`config.mk`:
```
export PLATFORM = sky130hd
export DESIGN_NAME = msrf_ram
export DESIGN_NICKNAME = d
export VERILOG_FILES = /design/src/hw/rtl/msrf_ram.sv
export SDC_FILE = /design/constraint.sdc
export NUM_CORES = 1
export LEC_CHECK = 0
export BUFFER_PORTS_ARGS = -buffer_cell sky130_fd_sc_hd__buf_2
export CORE_MARGIN = 1
export CORE_UTILIZATION = 31
export DETAILED_ROUTE_END_ITERATION = 8
export PLACE_DENSITY = 0.56
export SYNTH_ARGS = -nofsm -noshare
export SYNTH_HDL_FRONTEND = slang
export SYNTH_SLANG_ARGS = --single-unit
export TNS_END_PERCENT = 50
```
`constraint.sdc`:
```
create_clock -name clk_i -period 3.34 [get_ports clk_i]
set_input_delay 0.668 -clock clk_i [delete_from_list [all_inputs] [get_ports clk_i]]
set_output_delay 0.668 -clock clk_i [all_outputs]
set_load 0.05 [all_outputs]
```
`src/hw/rtl/msrf_ram.sv`:
```
// Generic single-port synchronous RAM with a registered read port.
// Standalone; no package dependency.
module msrf_ram #(
  parameter int WIDTH = 32,
  parameter int DEPTH = 2
) (
  input  logic                     clk_i,
  input  logic                     we_i,
  input  logic                     re_i,
  input  logic [$clog2(DEPTH)-1:0] addr_i,
  input  logic [WIDTH-1:0]         wdata_i,
  output logic [WIDTH-1:0]         rdata_o
);
  logic [WIDTH-1:0] mem [DEPTH];
  logic [WIDTH-1:0] rdata_q;

  // Read data holds while no read is issued.
  always_ff @(posedge clk_i) begin
    if (we_i) begin
      mem[addr_i] <= wdata_i;
    end
    if (re_i) begin
      rdata_q <= mem[addr_i];
    end
  end

  assign rdata_o = rdata_q;
endmodule

```
==> results_dict.tcl, run 1 <==
set metrics [dict create \
    yosys_warnings 0 \
    critical_path_class "primary input to flop" \
    clk_latency_ps 350 \
    fin_util_pct 38.2 \
    wl_per_cell_um 14.9 \
    drive_above_1_share_pct 53.7 \
    fmax_ghz 0.598 \
    peakVddDrop_uv 288 \
    antennaDiodeCount 0 \
    critical_path_arrival_ps 1770 \
    first_global_vias 1382 \
    placement_rows 38 \
    synth_fa_ha_area_share_pct 0 \
    syn-num-nets 170 \
    wl_mm 5.26 \
    post-cts-setup-buffers 0 \
    dr.pass1.iters 3 \
    synth_xor_area_share_pct 0 \
    synth_mux_area_share_pct 13.6 \
    core_um2 10800 \
    critPathTopFamily "buffers and inverters" \
    vias_per_cell 4.02 \
    final-hold-violation-count 0 \
    synth_cell_types 8 \
    die_w_um 107 \
    nNetsFinal 246 \
    p_leak_nw 1.55 \
    syn_to_final_growth_pct 20.2 \
    path_cells "buf_2 -> buf_4 -> mux2_2" \
    gr-total-overflow 0 \
    grt_pass1_wl_mm 7.71 \
    worstPathRequired_ps 3440 \
    synth_area_per_cell_um2 25.6 \
    r2r_cells 1 \
    cp-end-kind "flop" \
    clk_transition_reported_paths_ps 80 \
    cts_max_level 3 \
    cts_resized 0 \
    ant_nets 0 \
    yosysSeqAreaShare_pct 84.1 \
    period_needed_ps 1670 \
    slowest_stage "buf_4" \
    numCtsBuffers 9 \
    start_util_pct 31.8 \
    antenna_found_initial 0 \
    status "complete, no violations" \
    synth_compound_area_share_pct 0 \
    drtIter0Drc 47 \
    start_kind "primary input" \
    drc 0 \
    max_stage_delay_ps 480 \
    hold_depth 1 \
    cp_max_fo 27 \
    p_per_area_nw_per_um2 617 \
    cts_tree "yes" \
    setup_viol 0 \
    cts.sinks 96 \
    period_share_pct 50.1 \
    path_buf_inv 2 \
    cp_num_cells 3 \
    cts-hold-fix-buffers 0 \
    dpl.cell_count 339 \
    cts-root-buf "clkbuf_8" \
    ys_seq_elements 96 \
    fin_cells 354 \
    die_area_um2 11500 \
    fillers 984 \
    synth_area_um2 3430 \
    rsz0062_at_grt "no" \
    syn_inst 134 \
    track_usage_pct 9.58 \
    vias 1424 \
    yosys.area_share.simple_pct 0.365 \
    grt_max_degree 33 \
    globalplace.congestion 0.666 \
    die_height_um 107 \
    hold_class "primary input to flop" \
    io_buffers 67 \
    io_pins 68 \
    slew_headroom_pct 46.5 \
    cap_viol_max_count 0 \
    tightest_slew_ps 803 \
    setup_tns_ps 0 \
    finalClockSkew_ps 7.77 \
    drv_slew 0 \
    synth_top_family_by_area "multiplexers" \
    cts.path.max_buffers 2 \
]
==> where the power goes <==
part           total, W  internal (W)  switching [W]
Clock          0.000850      0.000492       0.000359
Sequential      0.00144       0.00142      0.0000212
Combinational  0.000249     0.0000847       0.000164
==> cells in the mapped netlist (all sizes together) <==
master | number | area share, %
mux2 | 32 | 14
buf | 4 | 1.9
and2 | 1 | 0.18
nor2b | 1 | 0.18
edfxtp | 96 | 84
==> final cells by class <==
class / count / area, um2 / share of cell area, %
sequential: 96 / 2880 / 70.0
clock buffer: 11 / 131 / 3.19
timing repair buffer: 69 / 350 / 8.50
multi-input combinational: 34 / 487 / 11.8
clock inverter: 4 / 93.8 / 2.28
tap: 140 / 175 / 4.25
==> worst paths after layout <==
kind / slack [ps] / startpoint / endpoint
worst max register to register: 2430 / mem[0][10]$_DFFE_PP_ / rdata_o[10]$_DFFE_PP_
worst min register to register: 540 / mem[0][4]$_DFFE_PP_ / rdata_o[4]$_DFFE_PP_
worst max-delay path: 1670 / addr_i / rdata_o[0]$_DFFE_PP_
worst min-delay path: 510 / wdata_i[21] / mem[1][21]$_DFFE_PP_
==> routing by layer <==
| layer | GRT usage, % | vias to the layer above | wire, um |
|---|---|---|---|
| met2 | 15.9 | 39 | 2730 |
| met4 | 2.35 | 0 | 46 |
| met5 | 0 | - | 0 |
| li1 | - | 682 | - |
| met1 | 11.4 | 699 | 2230 |
| met3 | 4.19 | 4 | 253 |
==> metrics by stage <==
step / area, um2 / total power [W] / hold slack (ps) / setup slack, ps
2_1_floorplan: 3430 / 0.00165 / 523 / 518
3_5_place_dp: 3890 / 0.00173 / 534 / 1260
5_1_grt: 4120 / 0.00263 / 474 / 1590
6_report: 4120 / 0.00254 / 507 / 1670
4_1_cts: 4120 / 0.00257 / 484 / 1630
3_3_place_gp: 3890 / 0.00172 / 527 / 1270
==> sequential cells by signal, indices dropped and copies added, names as in the netlist <==
signal and flops:
mem 64, rdata_o 32
==> layout by cell type (no fill, tap or decap) <==
| master | count |
|---|---|
| clkbuf_8 | 9 |
| edfxtp_1 | 96 |
| mux2_2 | 4 |
| nor2b_4 | 1 |
| clkbuf_1 | 2 |
| mux2_4 | 28 |
| buf_4 | 2 |
| and2_2 | 1 |
| bufinv_16 | 3 |
| clkinv_1 | 1 |
| buf_2 | 67 |
==> logic make-up (layout without fill, tap and decap cells) <==
kind of cell,Yosys count,after routing
multiplexers,32,32
AND/OR/NAND/NOR,2,2
flip-flops,96,96
buffers and inverters,4,84
No activity file was read; power rests on OpenSTA's default activity.
==> run 2, diff against run 1 <==
- clock period: 3.34 -> 1.7 ns (I/O delays scaled with it)
==> results_dict.tcl, run 2 (same netlist as run 1, synthesis figures left out) <==
set metrics [dict create \
    fin_util_pct 38.7 \
    slew_headroom_pct 78.5 \
    gr-total-overflow 0 \
    cts-hold-fix-buffers 0 \
    placed_cell_area_um2 3980 \
    top_register "mem" \
    critical_path_class "flop to output pin" \
    die_w_um 107 \
    io_pins 68 \
    cp_max_fo 1 \
    wl_per_cell_um 14.8 \
    cts_max_level 3 \
    drc 0 \
    fin_cells 359 \
    track_usage_pct 9.76 \
    die_height_um 107 \
    io_buffers 67 \
    rsz0062_at_grt "no" \
    cts_tree "yes" \
    syn_to_final_growth_pct 21.8 \
    period_share_pct 77.6 \
    core_um2 10800 \
    grt_max_degree 23 \
    dr.pass1.iters 6 \
    worstPathRequired_ps 1360 \
    first_global_vias 1513 \
    pre_cts_ws_ps 332 \
    path_cells "buf_2" \
    max_stage_delay_ps 400 \
    peakVddDrop_uv 467 \
    slowest_stage "edfxtp_1" \
    placement_rows 38 \
    cts-root-buf "clkbuf_8" \
    nNetsFinal 251 \
    layout_commonest_cell "edfxtp_1" \
    die_area_um2 11500 \
    largest_register_ffs 64 \
    numCtsBuffers 9 \
    design_area_um2 4180 \
    post-cts-setup-buffers 0 \
    layout_common_cells "96 x edfxtp_1, 67 x buf_2, 28 x mux2_4" \
    dpl.cell_count 344 \
    final-hold-violation-count 0 \
    setup_viol 0 \
    start_util_pct 31.8 \
    clk_latency_ps 350 \
    cts.path.max_buffers 2 \
    period_needed_ps 1320 \
    drv_slew 0 \
    antennaDiodeCount 0 \
    drive_above_1_share_pct 56.2 \
    cp-end-kind "output pin" \
    grt_pass1_wl_mm 8.11 \
    path_buf_inv 1 \
    tightest_slew_ps 323 \
    vias 1465 \
    ant_nets 0 \
    critPathTopFamily "flip-flops" \
    status "complete, no violations" \
    drtIter0Drc 38 \
    clk_transition_reported_paths_ps 90 \
    cts.sinks 96 \
    rrSetupSlack_ps 800 \
    vias_per_cell 4.08 \
    wl_mm 5.31 \
    start_kind "flop" \
    globalplace.congestion 0.677 \
    hold_class "primary input to flop" \
    finalClockSkew_ps 9.51 \
    fmax_ghz 0.758 \
    fillers 1009 \
    cts_resized 0 \
    hpwlAfterDp_mm 3.55 \
    cap_viol_max_count 0 \
    critical_path_arrival_ps 980 \
    p_leak_nw 1.58 \
    p_per_area_nw_per_um2 1150 \
    setup_ws_ps 381 \
    antenna_found_initial 0 \
]
[run 2: layout make-up]
cell class	instances	area (um2)	area share [%]
clock buffer	9	124	2.97
clock inverter	6	68.8	1.65
multi-input combinational	34	487	11.7
sequential	96	2880	69.0
tap	140	175	4.20
timing repair buffer	74	438	10.5
[run 2: worst paths after layout]
check | to | depth (start not counted) | start
worst max-delay path | rdata_o[21] | 1 | rdata_o[21]$_DFFE_PP_
worst min-delay path | mem[1][21]$_DFFE_PP_ | 1 | wdata_i[21]
worst max register to register | rdata_o[22]$_DFFE_PP_ | 1 | mem[1][22]$_DFFE_PP_
worst min register to register | rdata_o[2]$_DFFE_PP_ | 1 | mem[1][2]$_DFFE_PP_
[run 2: metrics by stage]
step / hold slack (ps) / setup TNS [ps] / total power [W]
2_1_floorplan: 439 / -4180 / 0.00325
3_3_place_gp: 528 / 0 / 0.00340
3_5_place_dp: 532 / 0 / 0.00341
4_1_cts: 147 / 0 / 0.00487
5_1_grt: 142 / 0 / 0.00498
6_report: 172 / 0 / 0.00480
[run 2: layer usage]
metal  routed length (um)  part of all wire (%)  track usage [%]
met5                    0                     0                0
met4                   69                   1.3             4.40
met3                  311                   5.9             2.86
met2                 2810                    53             16.5
met1                 2120                    40             11.5
[run 2: power by group]
part	total [W]	internal [W]	switching (W)
Sequential	0.00283	0.00279	0.0000398
Combinational	0.000513	0.000186	0.000327
Clock	0.00145	0.000680	0.000770
Total	0.00480	0.00366	0.00114
