==> src/hw/rtl/msrf_pkg.sv <==
// Shared types and constants of the multichannel sample ring FIFO.
// Used by the channel interfaces, the controller and the top level.
// Depends on nothing.
package msrf_pkg;

  localparam int KIND_W    = 3;
  localparam int COUNT_W   = 13;
  localparam int WORD_W    = 32;
  localparam int CH_W      = 4;
  localparam int NUM_LANES = 8;
  localparam int FILL_W    = 13;
  localparam int STATUS_W  = 2;

  localparam int DEPTH_DEF        = 4096;
  localparam int MAX_CHANNELS_DEF = 8;
  localparam int MAX_READ_DEF     = 64;

  typedef enum logic [KIND_W-1:0] {
    K_WRITE   = 3'd0,
    K_SILENCE = 3'd1,
    K_READ    = 3'd2,
    K_DISCARD = 3'd3,
    K_CLEAR   = 3'd4
  } kind_e;

  typedef enum logic [STATUS_W-1:0] {
    ST_OK       = 2'd0,
    ST_OVERFLOW = 2'd1,
    ST_NONE     = 2'd2
  } status_e;

  // Result load request from the controller to the output register.
  typedef struct packed {
    logic                load;
    logic                from_mem;
    logic                last;
    status_e             status;
    logic [FILL_W-1:0]   fill;
    logic [COUNT_W-1:0]  moved;
  } rsp_ctl_t;

endpackage

==> src/hw/rtl/msrf_in_if.sv <==
// Input channel of the sample ring FIFO: one operation per transaction.
// Depends on msrf_pkg for the field widths.
interface msrf_in_if;
  logic                          valid;
  logic                          ready;
  logic [msrf_pkg::KIND_W-1:0]   kind;
  logic [msrf_pkg::COUNT_W-1:0]  count;
  logic [msrf_pkg::WORD_W-1:0]   in_ch0;
  logic [msrf_pkg::WORD_W-1:0]   in_ch1;
  logic [msrf_pkg::WORD_W-1:0]   in_ch2;
  logic [msrf_pkg::WORD_W-1:0]   in_ch3;
  logic [msrf_pkg::WORD_W-1:0]   in_ch4;
  logic [msrf_pkg::WORD_W-1:0]   in_ch5;
  logic [msrf_pkg::WORD_W-1:0]   in_ch6;
  logic [msrf_pkg::WORD_W-1:0]   in_ch7;

  modport source (
    output valid, kind, count, in_ch0, in_ch1, in_ch2, in_ch3,
           in_ch4, in_ch5, in_ch6, in_ch7,
    input  ready
  );
  modport sink (
    input  valid, kind, count, in_ch0, in_ch1, in_ch2, in_ch3,
           in_ch4, in_ch5, in_ch6, in_ch7,
    output ready
  );
endinterface

==> src/hw/rtl/msrf_ctrl.sv <==
// Controller of the sample ring FIFO: pointers, fill level, sequencing of
// frame store accesses and result requests. Depends on msrf_pkg and msrf_in_if.
module msrf_ctrl #(
  parameter int DEPTH        = msrf_pkg::DEPTH_DEF,
  parameter int MAX_CHANNELS = msrf_pkg::MAX_CHANNELS_DEF,
  parameter int MAX_READ     = msrf_pkg::MAX_READ_DEF
) (
  input  logic                                clk_i,
  input  logic                                rst_ni,
  input  logic                                cfg_we_i,
  input  logic [msrf_pkg::CH_W-1:0]           chans_i,
  input  logic                                slot_free_i,
  msrf_in_if.sink                             item_i,
  output logic                                ram_we_o,
  output logic                                ram_re_o,
  output logic [$clog2(DEPTH)-1:0]            ram_addr_o,
  output logic [MAX_CHANNELS*msrf_pkg::WORD_W-1:0] ram_wdata_o,
  output msrf_pkg::rsp_ctl_t                  rsp_o
);
  import msrf_pkg::*;

  localparam int PTR_W  = $clog2(DEPTH);
  localparam int HELD_W = $clog2(DEPTH + 1);
  localparam int RD_W   = $clog2(MAX_READ + 1);
  localparam int SUM_W  = ((HELD_W > COUNT_W) ? HELD_W : COUNT_W) + 1;
  localparam int ROW_W  = MAX_CHANNELS * WORD_W;

  typedef enum logic [2:0] {
    S_IDLE = 3'b001,
    S_READ = 3'b010,
    S_FILL = 3'b100
  } state_e;

  state_e              state_q, state_d;
  logic [PTR_W-1:0]    wr_ptr_q, wr_ptr_d;
  logic [PTR_W-1:0]    rd_ptr_q, rd_ptr_d;
  logic [HELD_W-1:0]   held_q, held_d;
  logic [COUNT_W-1:0]  fill_left_q, fill_left_d;
  logic [RD_W-1:0]     rd_total_q, rd_total_d;
  logic [RD_W-1:0]     rd_issued_q, rd_issued_d;
  logic [RD_W-1:0]     rd_done_q, rd_done_d;
  logic                pend_q, pend_d;

  logic                in_ready;
  logic                accept;
  logic [SUM_W-1:0]    held_ext, cnt_ext, avail, silence_sum;
  logic [RD_W-1:0]     rd_n;
  logic [HELD_W:0]     disc_sum;
  logic [PTR_W-1:0]    wr_ptr_inc, rd_ptr_inc, rd_ptr_disc;
  logic [RD_W-1:0]     done_inc;
  logic                emit, issue;

  logic [NUM_LANES-1:0][WORD_W-1:0] in_words;
  logic [ROW_W-1:0]                 wrow;

  assign in_words = {item_i.in_ch7, item_i.in_ch6, item_i.in_ch5, item_i.in_ch4,
                     item_i.in_ch3, item_i.in_ch2, item_i.in_ch1, item_i.in_ch0};

  for (genvar c = 0; c < MAX_CHANNELS; c++) begin : g_row
    assign wrow[c*WORD_W +: WORD_W] = in_words[c];
  end

  assign in_ready     = (state_q == S_IDLE) && slot_free_i;
  assign item_i.ready = in_ready;
  assign accept       = item_i.valid && in_ready;

  assign held_ext    = SUM_W'(held_q);
  assign cnt_ext     = SUM_W'(item_i.count);
  assign avail       = (cnt_ext < held_ext) ? cnt_ext : held_ext;
  assign rd_n        = (avail > SUM_W'(MAX_READ)) ? RD_W'(MAX_READ) : RD_W'(avail);
  assign silence_sum = held_ext + cnt_ext;

  assign wr_ptr_inc = (wr_ptr_q == PTR_W'(DEPTH - 1)) ? '0 : wr_ptr_q + 1'b1;
  assign rd_ptr_inc = (rd_ptr_q == PTR_W'(DEPTH - 1)) ? '0 : rd_ptr_q + 1'b1;

  // The discarded count never exceeds the fill level, so one wrap suffices.
  always_comb begin
    disc_sum = (HELD_W+1)'(rd_ptr_q) + (HELD_W+1)'(HELD_W'(avail));
    if (disc_sum >= (HELD_W+1)'(DEPTH)) begin
      disc_sum = disc_sum - (HELD_W+1)'(DEPTH);
    end
    rd_ptr_disc = PTR_W'(disc_sum);
  end

  assign done_inc = rd_done_q + 1'b1;
  assign emit     = (state_q == S_READ) && pend_q && slot_free_i;
  assign issue    = (state_q == S_READ) && (rd_issued_q != rd_total_q) && (!pend_q || emit);

  assign ram_wdata_o = (state_q == S_FILL) ? '0 : wrow;

  always_comb begin
    state_d     = state_q;
    wr_ptr_d    = wr_ptr_q;
    rd_ptr_d    = rd_ptr_q;
    held_d      = held_q;
    fill_left_d = fill_left_q;
    rd_total_d  = rd_total_q;
    rd_issued_d = rd_issued_q;
    rd_done_d   = rd_done_q;
    pend_d      = pend_q;
    ram_we_o    = 1'b0;
    ram_re_o    = 1'b0;
    ram_addr_o  = wr_ptr_q;

    rsp_o.load     = 1'b0;
    rsp_o.from_mem = 1'b0;
    rsp_o.last     = 1'b1;
    rsp_o.status   = ST_NONE;
    rsp_o.fill     = FILL_W'(held_q);
    rsp_o.moved    = '0;

    unique case (state_q)
      S_IDLE: begin
        if (cfg_we_i) begin
          wr_ptr_d = '0;
          rd_ptr_d = '0;
          held_d   = '0;
        end else if (accept) begin
          rsp_o.load = 1'b1;
          if (chans_i == '0) begin
            rsp_o.status = ST_NONE;
          end else begin
            unique case (item_i.kind)
              K_WRITE: begin
                if (held_q == HELD_W'(DEPTH)) begin
                  rsp_o.status = ST_OVERFLOW;
                end else begin
                  ram_we_o     = 1'b1;
                  ram_addr_o   = wr_ptr_q;
                  wr_ptr_d     = wr_ptr_inc;
                  held_d       = held_q + 1'b1;
                  rsp_o.status = ST_OK;
                  rsp_o.moved  = COUNT_W'(1);
                  rsp_o.fill   = FILL_W'(held_q + 1'b1);
                end
              end
              K_SILENCE: begin
                if (item_i.count == '0) begin
                  rsp_o.status = ST_NONE;
                end else if (silence_sum > SUM_W'(DEPTH)) begin
                  rsp_o.status = ST_OVERFLOW;
                end else begin
                  // The result goes out at once; the zero frames are written
                  // afterwards while input is held off.
                  held_d       = HELD_W'(silence_sum);
                  fill_left_d  = item_i.count;
                  state_d      = S_FILL;
                  rsp_o.status = ST_OK;
                  rsp_o.moved  = item_i.count;
                  rsp_o.fill   = FILL_W'(silence_sum);
                end
              end
              K_READ: begin
                if (rd_n == '0) begin
                  rsp_o.status = ST_NONE;
                end else begin
                  rsp_o.load  = 1'b0;
                  ram_re_o    = 1'b1;
                  ram_addr_o  = rd_ptr_q;
                  rd_ptr_d    = rd_ptr_inc;
                  rd_total_d  = rd_n;
                  rd_issued_d = RD_W'(1);
                  rd_done_d   = '0;
                  pend_d      = 1'b1;
                  state_d     = S_READ;
                end
              end
              K_DISCARD: begin
                if (avail == '0) begin
                  rsp_o.status = ST_NONE;
                end else begin
                  held_d       = held_q - HELD_W'(avail);
                  rd_ptr_d     = rd_ptr_disc;
                  rsp_o.status = ST_OK;
                  rsp_o.moved  = COUNT_W'(avail);
                  rsp_o.fill   = FILL_W'(held_q - HELD_W'(avail));
                end
              end
              K_CLEAR: begin
                held_d       = '0;
                wr_ptr_d     = '0;
                rd_ptr_d     = '0;
                rsp_o.status = ST_OK;
                rsp_o.fill   = '0;
              end
              default: begin
                rsp_o.status = ST_NONE;
              end
            endcase
          end
        end
      end

      S_READ: begin
        // Frame store data for the oldest issued read is pending; the next
        // read is issued in the cycle the pending frame leaves.
        if (emit) begin
          rsp_o.load     = 1'b1;
          rsp_o.from_mem = 1'b1;
          rsp_o.status   = ST_OK;
          rsp_o.last     = (done_inc == rd_total_q);
          rsp_o.moved    = COUNT_W'(done_inc);
          rsp_o.fill     = FILL_W'(held_q - 1'b1);
          held_d         = held_q - 1'b1;
          rd_done_d      = done_inc;
          if (done_inc == rd_total_q) begin
            state_d = S_IDLE;
          end
        end
        if (issue) begin
          ram_re_o    = 1'b1;
          ram_addr_o  = rd_ptr_q;
          rd_ptr_d    = rd_ptr_inc;
          rd_issued_d = rd_issued_q + 1'b1;
        end
        pend_d = issue ? 1'b1 : (emit ? 1'b0 : pend_q);
      end

      S_FILL: begin
        ram_we_o    = 1'b1;
        ram_addr_o  = wr_ptr_q;
        wr_ptr_d    = wr_ptr_inc;
        fill_left_d = fill_left_q - 1'b1;
        if (fill_left_q == COUNT_W'(1)) begin
          state_d = S_IDLE;
        end
      end

      default: begin
        state_d = S_IDLE;
      end
    endcase
  end

  always_ff @(posedge clk_i or negedge rst_ni) begin
    if (!rst_ni) begin
      state_q     <= S_IDLE;
      wr_ptr_q    <= '0;
      rd_ptr_q    <= '0;
      held_q      <= '0;
      fill_left_q <= '0;
      rd_total_q  <= '0;
      rd_issued_q <= '0;
      rd_done_q   <= '0;
      pend_q      <= 1'b0;
    end else begin
      state_q     <= state_d;
      wr_ptr_q    <= wr_ptr_d;
      rd_ptr_q    <= rd_ptr_d;
      held_q      <= held_d;
      fill_left_q <= fill_left_d;
      rd_total_q  <= rd_total_d;
      rd_issued_q <= rd_issued_d;
      rd_done_q   <= rd_done_d;
      pend_q      <= pend_d;
    end
  end
endmodule

==> src/flat_wrapper.sv <==
// flat-port wrapper written by rule: the top's interface ports become plain ports
module msrf_ctrl_flat import msrf_pkg::*;
#(
  parameter int DEPTH        = msrf_pkg::DEPTH_DEF,
  parameter int MAX_CHANNELS = msrf_pkg::MAX_CHANNELS_DEF,
  parameter int MAX_READ     = msrf_pkg::MAX_READ_DEF
)
  (clk_i, rst_ni, cfg_we_i, chans_i, slot_free_i, ram_we_o, ram_re_o, ram_addr_o, ram_wdata_o, rsp_o, item_i_valid, item_i_kind, item_i_count, item_i_in_ch0, item_i_in_ch1, item_i_in_ch2, item_i_in_ch3, item_i_in_ch4, item_i_in_ch5, item_i_in_ch6, item_i_in_ch7, item_i_ready);
  msrf_in_if item_i_i ();
  input  logic clk_i;
  input  logic rst_ni;
  input  logic cfg_we_i;
  input  logic [msrf_pkg::CH_W-1:0] chans_i;
  input  logic slot_free_i;
  output logic ram_we_o;
  output logic ram_re_o;
  output logic [$clog2(DEPTH)-1:0] ram_addr_o;
  output logic [MAX_CHANNELS*msrf_pkg::WORD_W-1:0] ram_wdata_o;
  output msrf_pkg::rsp_ctl_t rsp_o;
  input wire logic [$bits(item_i_i.valid)-1:0] item_i_valid;
  input wire logic [$bits(item_i_i.kind)-1:0] item_i_kind;
  input wire logic [$bits(item_i_i.count)-1:0] item_i_count;
  input wire logic [$bits(item_i_i.in_ch0)-1:0] item_i_in_ch0;
  input wire logic [$bits(item_i_i.in_ch1)-1:0] item_i_in_ch1;
  input wire logic [$bits(item_i_i.in_ch2)-1:0] item_i_in_ch2;
  input wire logic [$bits(item_i_i.in_ch3)-1:0] item_i_in_ch3;
  input wire logic [$bits(item_i_i.in_ch4)-1:0] item_i_in_ch4;
  input wire logic [$bits(item_i_i.in_ch5)-1:0] item_i_in_ch5;
  input wire logic [$bits(item_i_i.in_ch6)-1:0] item_i_in_ch6;
  input wire logic [$bits(item_i_i.in_ch7)-1:0] item_i_in_ch7;
  output wire logic [$bits(item_i_i.ready)-1:0] item_i_ready;
  assign item_i_i.valid = item_i_valid;
  assign item_i_i.kind = item_i_kind;
  assign item_i_i.count = item_i_count;
  assign item_i_i.in_ch0 = item_i_in_ch0;
  assign item_i_i.in_ch1 = item_i_in_ch1;
  assign item_i_i.in_ch2 = item_i_in_ch2;
  assign item_i_i.in_ch3 = item_i_in_ch3;
  assign item_i_i.in_ch4 = item_i_in_ch4;
  assign item_i_i.in_ch5 = item_i_in_ch5;
  assign item_i_i.in_ch6 = item_i_in_ch6;
  assign item_i_i.in_ch7 = item_i_in_ch7;
  assign item_i_ready = item_i_i.ready;
  msrf_ctrl #(.DEPTH(DEPTH), .MAX_CHANNELS(MAX_CHANNELS), .MAX_READ(MAX_READ)) u_core (.clk_i(clk_i), .rst_ni(rst_ni), .cfg_we_i(cfg_we_i), .chans_i(chans_i), .slot_free_i(slot_free_i), .item_i(item_i_i), .ram_we_o(ram_we_o), .ram_re_o(ram_re_o), .ram_addr_o(ram_addr_o), .ram_wdata_o(ram_wdata_o), .rsp_o(rsp_o));
endmodule
==> config.mk <==
export PLATFORM = sky130hd
export DESIGN_NAME = msrf_ctrl_flat
export DESIGN_NICKNAME = d
export VERILOG_FILES = /design/src/hw/rtl/msrf_pkg.sv /design/src/hw/rtl/msrf_in_if.sv /design/src/hw/rtl/msrf_ctrl.sv /design/src/flat_wrapper.sv
export SDC_FILE = /design/constraint.sdc
export NUM_CORES = 1
export LEC_CHECK = 0
export BUFFER_PORTS_ARGS = -buffer_cell sky130_fd_sc_hd__buf_2
export CAP_MARGIN = 10
export CORE_AREA = 5 5 223 225
export DETAILED_ROUTE_END_ITERATION = 12
export DIE_AREA = 0 0 228 230
export GPL_TIMING_DRIVEN = 0
export HOLD_SLACK_MARGIN = 0.15
export PLACE_DENSITY_LB_ADDON = 0.05
export SLEW_MARGIN = 20
export SYNTH_ARGS = -nofsm -noshare
export SYNTH_HDL_FRONTEND = slang
export SYNTH_SLANG_ARGS = --single-unit
export TNS_END_PERCENT = 50
==> constraint.sdc <==
create_clock -name clk_i -period 29.6 [get_ports clk_i]
set_input_delay 8.88 -clock clk_i [delete_from_list [all_inputs] [get_ports clk_i]]
set_output_delay 8.88 -clock clk_i [all_outputs]
set_load 0.03 [all_outputs]
==> results of run 1 <==
-- placed cells by master (no fill, tap or decap), drive strengths merged, types with 37 or more instances in the layout --
cell / instances
inv: 56
nand3: 37
ha: 57
o21ai: 97
nand2: 131
clkbuf: 78
and2: 265
dfrtp: 74
a21oi: 82
nor2: 121
buf: 598
xnor2: 45
-- metal layers --
layer,track usage,share of wire,vias to the layer above
met1,0.320,0.46,6313
met2,0.355,0.45,587
li1,-,-,6265
met4,0.0631,0.027,0
met3,0.0384,0.061,75
met5,0,0,-
-- sequential cells by signal (all words and copies together), names as in the netlist --
| signal | cells |
|---|---|
| u_core.fill_left_q | 13 |
| u_core.held_q | 13 |
| u_core.pend_q | 1 |
| u_core.rd_done_q | 7 |
| u_core.rd_issued_q | 7 |
| u_core.rd_ptr_q | 12 |
| u_core.rd_total_q | 7 |
| u_core.state_q | 3 |
| u_core.wr_ptr_q | 12 |
-- cells by family after synthesis --
logic type / Yosys count / synth area share
compound gates: 376 / 0.249
xor+xnor: 71 / 0.0604
fa+ha+maj: 60 / 0.0752
simple gates: 698 / 0.364
buf+inv: 137 / 0.0534
flops: 75 / 0.183
mux: 15 / 0.0156
-- worst max-delay path by stage --
stage,end
3_5_place_dp,rsp_o[24]
2_1_floorplan,rsp_o[24]
3_3_place_gp,rsp_o[24]
5_1_grt,rsp_o[24]
4_1_cts,rsp_o[24]
6_report,rsp_o[24]
-- per-stage QoR --
step,std cells,hold slack [ns]
floorplan,1432,0.469
global placement,2629,0.487
detailed placement,2630,0.492
CTS,2646,0.512
global route,2647,0.539
finish,2649,0.520
-- report_power, final --
part	switching [mW]	leakage, nW	total (mW)	internal (mW)
clock	0.0596	0.135	0.118	0.0584
sequential	0.0215	0.985	0.136	0.115
combinational	0.241	5.60	0.375	0.134
-- cell type report --
cell class,instances,share of cell area
antenna,3,0.000525
buffer,84,0.0245
clock buffer,9,0.0158
clock inverter,7,0.00429
inverter,53,0.0139
multi-input combinational,1220,0.550
sequential,75,0.131
tap,615,0.0538
timing repair buffer,583,0.206
==> results.json, run 1 <==
{
  "ys_types": 98,
  "slew_violations": 0,
  "postCtsHoldBufs": 0,
  "yosysMostFrequentCell": "and2_1",
  "status": "finished, final reports clean",
  "maxCapViolCount": 0,
  "postCtsSetupBuffers": 0,
  "overflow": 0,
  "yosysWarnings": 0,
  "rows": 80,
  "synth_flop_cell": "dfrtp_1",
  "seqCellArea_mm2": 0.00188,
  "setup_violations": 0,
  "cts_tree": "done",
  "fin_ws_ns": 5.41,
  "multi_input_area_mm2": 0.00786,
  "vias_per_cell": 5.00,
  "path_buf_inv": 5,
  "synth-edff-count": 0,
  "synth_seq_area_share": 0.183,
  "area_growth_pct": 39.0,
  "crit_chain": "buf_2 -> ha_1 -> clkbuf_1 -> o21ai_0 -> a21oi_1 -> o31ai_1 -> a21oi_2 -> clkbuf_1 -> buf_1 -> a21oi_1 -> ha_1 -> nor2b_1 -> o31a_1 -> o211ai_1 -> o21ai_0 -> o41ai_1 -> xnor2_1 -> a221oi_1 -> nor3b_1 -> o311ai_0 -> buf_2",
  "crit_family": "compound AO/OA/AOI/OAI gates",
  "clock_latency_ns": 0.39,
  "grtUsageTotal": 0.226,
  "core-area_mm2": 0.0473,
  "drive_above_1_share": 0.325,
  "num_vias": 13240,
  "cp_slowest_stage_delay_ns": 0.75,
  "fillers": 5337,
  "worstPathRequired_ns": 20.72,
  "crit_fanout": 10,
  "cts_sinks": 75,
  "dieArea_mm2": 0.0524,
  "initialDrtViolationCount": 1212,
  "synth.top_cells.by_count": "and2_1 (262), nand2_1 (131), nor2_1 (118)",
  "crit_cells": 21,
  "grt_pass1_vias": 13083,
  "gp_congestion": 0.979,
  "grt_antenna_before_repair": 4,
  "die_h_um": 230,
  "final_nets": 2367,
  "skew_ns": 0.0198,
  "leakage_nw": 6.72,
  "end_kind": "output port",
  "cts_root_buffer": "clkbuf_16",
  "p_per_area_mw_per_mm2": 44.0,
  "clkTransAtPathRegs_ns": 0.06,
  "hold_depth": 1,
  "dpl-instance-area_mm2": 0.0140,
  "yosys.area.top_type": "dfrtp_1",
  "tightest_slew_ns": 1.16,
  "final_core_util": 0.302,
  "reg2reg_to": "u_core.held_q[10]$_DFFE_PN0P_",
  "cts_buffers": 9,
  "rr_worst_depth": 20,
  "synth_cells": 1432,
  "critPathLaunchType": "input port",
  "synthArstFlopShare": 1.00,
  "hp-start": "u_core.rd_done_q[6]$_DFFE_PN0P_",
  "wl_mm": 62.7,
  "hold_end": "u_core.rd_done_q[6]$_DFFE_PN0P_",
  "fmax_mhz": 41.3,
  "postSynthNetCount": 1773,
  "finalInstanceArea_mm2": 0.0143,
  "wire_per_inst_um": 23.7,
  "hp-class": "reg2reg",
  "die_width_um": 228,
  "cts_max_path_buffers": 2,
  "place_ws_ns": 5.45,
  "grt_max_degree": 52,
  "cp.arrival_ns": 15.31,
  "numPortBuffers": 582,
  "finalHoldViolCount": 0,
  "period_share": 0.817,
  "crit_type": "in2out",
  "final.setup.tns_ns": 0,
  "syn-cell-area_mm2": 0.0103,
  "ys_ff_latch": 75,
  "dp_hpwl_mm": 52.1,
  "slew_headroom": 0.220,
  "rsz0062_at_grt": "no",
  "crit_start": "item_i_count[3]",
  "reg2reg_from": "u_core.held_q[4]$_DFFE_PN0P_",
  "syn_area_per_cell_um2": 7.18,
  "drtPass1Iterations": 5,
  "reg2reg_slack_ns": 22.71,
  "vdd_drop_max_mv": 0.0301,
  "io_pins": 583,
  "slowest_stage": "a21oi_2",
  "htreeDepth": 3,
  "cts_resized": 0,
  "grt_first_pass_wirelength_mm": 90.1,
  "ant_nets": 0,
  "initial_utilization": 0.217,
  "synth_top_area_frac": 0.180,
  "drcViolationCount": 0,
  "synth_area_leaders": "dfrtp_1 (18%), and2_1 (16%), ha_1 (6.9%)",
  "fin_total_pwr_mw": 0.630,
  "fin_crit_ns": 24.19
}
No activity file was read; power rests on OpenSTA's default activity.
==> run 2: changes to the inputs <==
Settings changed: ABC_AREA set to 1, CORE_AREA 5 5 223 225 to 5 5 226 228, DIE_AREA 0 0 228 230 to 0 0 231 233.
Clock period 29.6 ns to 19.9 ns, I/O delays scaled along.
==> results.json, run 2 <==
{
  "synth_seq_area_share": 0.159,
  "vias_per_cell": 4.92,
  "grt_antenna_before_repair": 16,
  "slowest_stage": "fa_1",
  "postCtsHoldBufs": 0,
  "setup_violations": 0,
  "whs_ns": 0.513,
  "synth_cells": 2103,
  "die_width_um": 231,
  "crit_type": "in2out",
  "synth.top_cells.by_count": "inv_1 (459), nand2_1 (398), nor2_1 (389)",
  "synthArstFlopShare": 1.00,
  "drtPass1Iterations": 5,
  "initialDrtViolationCount": 1649,
  "vdd_drop_max_mv": 0.0388,
  "finalHoldViolCount": 0,
  "grt_first_pass_wirelength_mm": 120,
  "dieArea_mm2": 0.0538,
  "synth_flop_cell": "dfrtp_1",
  "tightest_slew_ns": 0.869,
  "htreeDepth": 3,
  "io_pins": 583,
  "yosys.area.top_type": "dfrtp_1",
  "crit_path_frequent_cell": "inv_1",
  "slew_violations": 0,
  "initial_utilization": 0.242,
  "cts_resized": 0,
  "mostFrequentLayoutCells": "buf_2 (588), inv_1 (459), nand2_1 (398), nor2_1 (389), nand3_1 (137)",
  "status": "finished, final reports clean",
  "area_growth_pct": 34.4,
  "cp_slowest_stage_delay_ns": 0.50,
  "postSynthNetCount": 2444,
  "ys_ff_latch": 75,
  "synth_top_area_frac": 0.157,
  "rows": 81,
  "gp_congestion": 1.11,
  "num_vias": 16369,
  "wire_per_inst_um": 26.1,
  "cts_sinks": 75,
  "worstPathRequired_ns": 13.93,
  "reg2reg_from": "u_core.held_q[6]$_DFFE_PN0P_",
  "cts_root_buffer": "clkbuf_16",
  "cp.arrival_ns": 10.61,
  "fin_cells": 3326,
  "drcViolationCount": 0,
  "endpoint": "rsp_o[21]",
  "rr_worst_depth": 23,
  "drive_above_1_share": 0.264,
  "critPathLaunchType": "input port",
  "slew_headroom": 0.416,
  "yosysWarnings": 0,
  "fmax_mhz": 60.3,
  "clkTransAtPathRegs_ns": 0.07,
  "final_nets": 3037,
  "rsz0062_at_grt": "no",
  "crit_fanout": 10,
  "place_inst": 3307,
  "grt_max_degree": 49,
  "final_common_cell": "buf_2",
  "die_h_um": 233,
  "wl_mm": 86.7,
  "cts_tree": "done",
  "synth_area_leaders": "dfrtp_1 (16%), inv_1 (15%), nand2_1 (13%)",
  "maxCapViolCount": 0,
  "crit_start": "item_i_count[0]",
  "leakage_nw": 9.82,
  "fin_total_pwr_mw": 0.488,
  "syn-cell-area_mm2": 0.0118,
  "syn_area_per_cell_um2": 5.60,
  "reg2reg_to": "u_core.held_q[8]$_DFFE_PN0P_",
  "ys_types": 66,
  "cts_max_path_buffers": 2,
  "overflow": 0,
  "yosysMostFrequentCell": "inv_1",
  "postCtsSetupBuffers": 0,
  "synth-edff-count": 0,
  "cts_buffers": 9,
  "p_per_area_mw_per_mm2": 30.8,
  "end_kind": "output port",
  "top_regs": "u_core.fill_left_q x13, u_core.held_q x13",
  "core-area_mm2": 0.0486,
  "reg2reg_slack_ns": 14.03,
  "hp-class": "reg2reg",
  "numPortBuffers": 581,
  "fin_crit_ns": 16.58,
  "final.setup.tns_ns": 0,
  "crit_chain": "buf_2 -> inv_1 -> ha_1 -> nor2_1 -> nand3_1 -> nand3_2 -> nand2_4 -> nand2_8 -> buf_6 -> o21ai_1 -> ha_1 -> inv_1 -> fa_1 -> a21oi_1 -> inv_1 -> a31oi_1 -> xor2_1 -> nand3_1 -> nand2_1 -> inv_1 -> nand2_1 -> a21oi_1 -> nor2_1 -> buf_2",
  "grtUsageTotal": 0.308,
  "dp_hpwl_mm": 76.3,
  "period_share": 0.833,
  "skew_ns": 0.0143,
  "grt_pass1_vias": 15427,
  "ant_nets": 0,
  "final_core_util": 0.325,
  "clock_latency_ns": 0.38
}
[run 2: logic make-up after synthesis]
logic type | synth area share
AOI/OAI and AO/OA | 0.173
xor gates and xnor gates | 0.0387
and+or+nand+nor | 0.379
DFF | 0.159
buffers and inverters | 0.185
adders and majority gates | 0.0657
[run 2: per-layer routing]
| metal | global-route usage | wire length [um] |
|---|---|---|
| met4 | 0.0401 | 1220 |
| met2 | 0.500 | 39700 |
| met1 | 0.444 | 40100 |
| met3 | 0.0454 | 5630 |
| met5 | 0 | 13 |
[run 2: area by class of cell]
cell class                 count  area (um^2)
clock buffer                  10          229
timing repair buffer         582         2940
buffer                        83          409
inverter                     470         1770
clock inverter                 6         95.1
multi-input combinational   1475         7720
antenna                        3         7.51
tap                          622          778
fill                        5662        32800
sequential                    75         1880
[run 2: metrics by stage]
step / setup slack [ns] / cell area [um^2]
floorplan: 4.64 / 11800
global placement: 3.48 / 15500
detailed placement: 3.49 / 15500
CTS: 3.47 / 15800
global route: 3.19 / 15800
finish: 3.32 / 15800
[run 2: worst min-delay path by stage]
stage | end | from | slack (ns) | depth (start not counted)
finish | u_core.fill_left_q[5]$_DFFE_PN0P_ | u_core.fill_left_q[5]$_DFFE_PN0P_ | 0.51 | 2
global route | u_core.state_q[0]$_DFFE_PN1P_ | u_core.state_q[0]$_DFFE_PN1P_ | 0.54 | 2
CTS | u_core.fill_left_q[5]$_DFFE_PN0P_ | u_core.fill_left_q[5]$_DFFE_PN0P_ | 0.52 | 2
detailed placement | u_core.fill_left_q[5]$_DFFE_PN0P_ | u_core.fill_left_q[5]$_DFFE_PN0P_ | 0.50 | 2
global placement | u_core.state_q[0]$_DFFE_PN1P_ | u_core.state_q[0]$_DFFE_PN1P_ | 0.50 | 2
floorplan | u_core.fill_left_q[5]$_DFFE_PN0P_ | u_core.fill_left_q[5]$_DFFE_PN0P_ | 0.47 | 2
[run 2: worst max-delay path: cells and delay by family]
kind,cells,cell delay [ns]
adders and majority gates,3,1.17
buffers and inverters,7,1.08
and+or+nand+nor,9,1.07
AOI/OAI and AO/OA,4,0.92
xor gates and xnor gates,1,0.36
[run 2: power by group]
group / internal [mW] / leakage (nW) / switching, mW / total, mW
registers: 0.152 / 0.795 / 0.000220 / 0.153
logic: 0.0500 / 8.87 / 0.0908 / 0.141
clock network: 0.112 / 0.158 / 0.0828 / 0.194
==> run 3: changes to the inputs <==
Settings changed: CORE_AREA 5 5 226 228 to 5 5 223 225, DIE_AREA 0 0 231 233 to 0 0 228 230.
Clock period 19.9 ns to 17 ns, I/O delays scaled along.
==> results.json, run 3 (synthesis gave the netlist of run 2 again) <==
{
  "status": "finished, final reports clean",
  "cts_sinks": 75,
  "core-area_mm2": 0.0473,
  "dp_hpwl_mm": 75.3,
  "critPathLaunchType": "input port",
  "cts_resized": 0,
  "fin_ws_ns": 2.11,
  "final.setup.tns_ns": 0,
  "vdd_drop_max_mv": 0.0455,
  "skew_ns": 0.0111,
  "path_buf_inv": 6,
  "switchingPower_mw": 0.209,
  "end_kind": "output port",
  "grt_first_pass_wirelength_mm": 118,
  "area_growth_pct": 34.1,
  "postCtsSetupBuffers": 0,
  "leakage_nw": 9.81,
  "grt_pass1_vias": 15256,
  "p_per_area_mw_per_mm2": 34.8,
  "crit_family": "adder cells",
  "p_int_mw": 0.340,
  "rows": 80,
  "numPortBuffers": 581,
  "vias_per_cell": 4.91,
  "crit_chain": "buf_2 -> ha_1 -> a21oi_1 -> o21ai_1 -> nor2_4 -> nand2_8 -> buf_6 -> o21ai_1 -> ha_1 -> inv_1 -> fa_1 -> a21oi_1 -> inv_1 -> a31oi_1 -> xor2_1 -> nand3_1 -> nand2_1 -> inv_1 -> nand2_1 -> a21oi_1 -> nor2_1 -> buf_2",
  "drcViolationCount": 0,
  "fin_crit_ns": 14.89,
  "cts_root_buffer": "clkbuf_16",
  "final_nets": 3037,
  "final_common_cell": "buf_2",
  "crit_fanout": 10,
  "mostFrequentLayoutCells": "buf_2 (588), inv_1 (459), nand2_1 (398), nor2_1 (389), nand3_1 (137)",
  "fmax_mhz": 67.1,
  "clkTransAtPathRegs_ns": 0.07,
  "maxCapViolCount": 0,
  "grt_max_degree": 48,
  "cts_tree": "done",
  "finalHoldViolCount": 0,
  "cp.arrival_ns": 9.79,
  "slew_headroom": 0.419,
  "grt_antenna_before_repair": 20,
  "htreeDepth": 3,
  "clock_latency_ns": 0.36,
  "cts_buffers": 9,
  "reg2reg_slack_ns": 11.25,
  "die_width_um": 228,
  "initial_utilization": 0.249,
  "slew_violations": 0,
  "dieArea_mm2": 0.0524,
  "rsz0062_at_grt": "no",
  "io_pins": 583,
  "die_h_um": 230,
  "clock_power_share": 0.371,
  "place_ws_ns": 2.21,
  "worstPathRequired_ns": 11.90,
  "postCtsHoldBufs": 0,
  "ant_nets": 0,
  "crit_type": "in2out",
  "cts_max_path_buffers": 2,
  "multi_input_area_mm2": 0.00772,
  "grtUsageTotal": 0.308,
  "period_share": 0.876,
  "initialDrtViolationCount": 1725,
  "tightest_slew_ns": 0.865,
  "seqCellArea_mm2": 0.00188,
  "fillers": 5595,
  "setup_violations": 0,
  "wl_mm": 85.6,
  "overflow": 0,
  "drtPass1Iterations": 6,
  "hp-class": "reg2reg",
  "num_vias": 16318,
  "top_regs": "u_core.fill_left_q x13, u_core.held_q x13",
  "wire_per_inst_um": 25.8,
  "p_seq_frac": 0.325,
  "power_frac_comb": 0.304,
  "drive_above_1_share": 0.264,
  "switching_share": 0.380,
  "slowest_stage": "fa_1",
  "cp_slowest_stage_delay_ns": 0.50,
  "gp_congestion": 1.13
}
==> run 3: cell types whose count changed in the layout (fill, tap and decap cells not counted) <==
cell,change
diode_2,+3
bufinv_16,-2
clkinvlp_4,+1
inv_8,+3
clkinv_4,+1
clkbuf_1,-1
inv_6,-2
==> run 3: metrics by stage <==
stage / cell area, um^2 / cells / util / hold WS [ns] / power (mW)
2_1_floorplan: 11800 / 2103 / - / 0.469 / 0.263
3_3_place_gp: 15500 / 3299 / 0.326 / 0.497 / 0.344
3_5_place_dp: 15500 / 3300 / 0.327 / 0.499 / 0.345
4_1_cts: 15800 / 3316 / 0.333 / 0.509 / 0.553
5_1_grt: 15800 / 3316 / 0.333 / 0.546 / 0.576
6_report: 15800 / 3322 / 0.334 / 0.507 / 0.549
==> run 3: layout make-up <==
cell class	instances	area share
diodes	6	0.000951
plain buffers	83	0.0259
clock buffers	9	0.0143
clock inverters	7	0.00428
inverters	470	0.112
multi-input cells	1475	0.489
flip-flops and latches	75	0.119
well taps	615	0.0487
repair buffers	582	0.186
==> run 3: worst paths after layout <==
check	end	depth (start not counted)	startpoint
min in group asynchronous	u_core.held_q[4]$_DFFE_PN0P_	1	rst_ni
worst max-delay path	rsp_o[21]	22	item_i_count[12]
worst min register to register	u_core.state_q[0]$_DFFE_PN1P_	2	u_core.state_q[0]$_DFFE_PN1P_
max in group asynchronous	u_core.state_q[0]$_DFFE_PN1P_	2	rst_ni
worst max register to register	u_core.held_q[12]$_DFFE_PN0P_	25	u_core.held_q[6]$_DFFE_PN0P_
worst min-delay path	u_core.state_q[0]$_DFFE_PN1P_	2	u_core.state_q[0]$_DFFE_PN1P_
==> run 3: metal layers <==
metal,global-route usage,wire length (um),vias to the layer above
met3,0.0683,7070,78
met1,0.446,39700,7753
met4,0.0410,1350,8
met2,0.482,37400,748
met5,0,35,-
li1,-,-,7731
==> run 3: power by group through the flow <==
stage / registers, mW / logic [mW] / clock network [mW]
after detailed placement: 0.182 / 0.163 / 0
after CTS: 0.179 / 0.163 / 0.211
after floorplan: 0.182 / 0.0811 / 0
after global routing: 0.179 / 0.182 / 0.215
final: 0.179 / 0.167 / 0.204
after global placement: 0.182 / 0.162 / 0
==> run 3: worst register-to-register path, stage by stage (launching register included) <==
cell	delay, ns
dfrtp_1	0.72
clkinv_1	0.63
ha_1	0.63
nand2_1	0.12
nand2_1	0.05
nand2_1	0.06
a21oi_2	0.07
nor2_4	0.27
nand2_8	0.14
buf_6	0.16
o21ai_1	0.45
ha_1	0.36
inv_1	0.13
fa_1	0.50
nand3_1	0.13
nand4_1	0.14
nand2_1	0.09
nand2_1	0.07
a21oi_1	0.17
xor2_1	0.33
nand2_1	0.09
nand3_1	0.09
nand2_1	0.06
o21ai_0	0.08
nand2_1	0.07
nand2_1	0.06
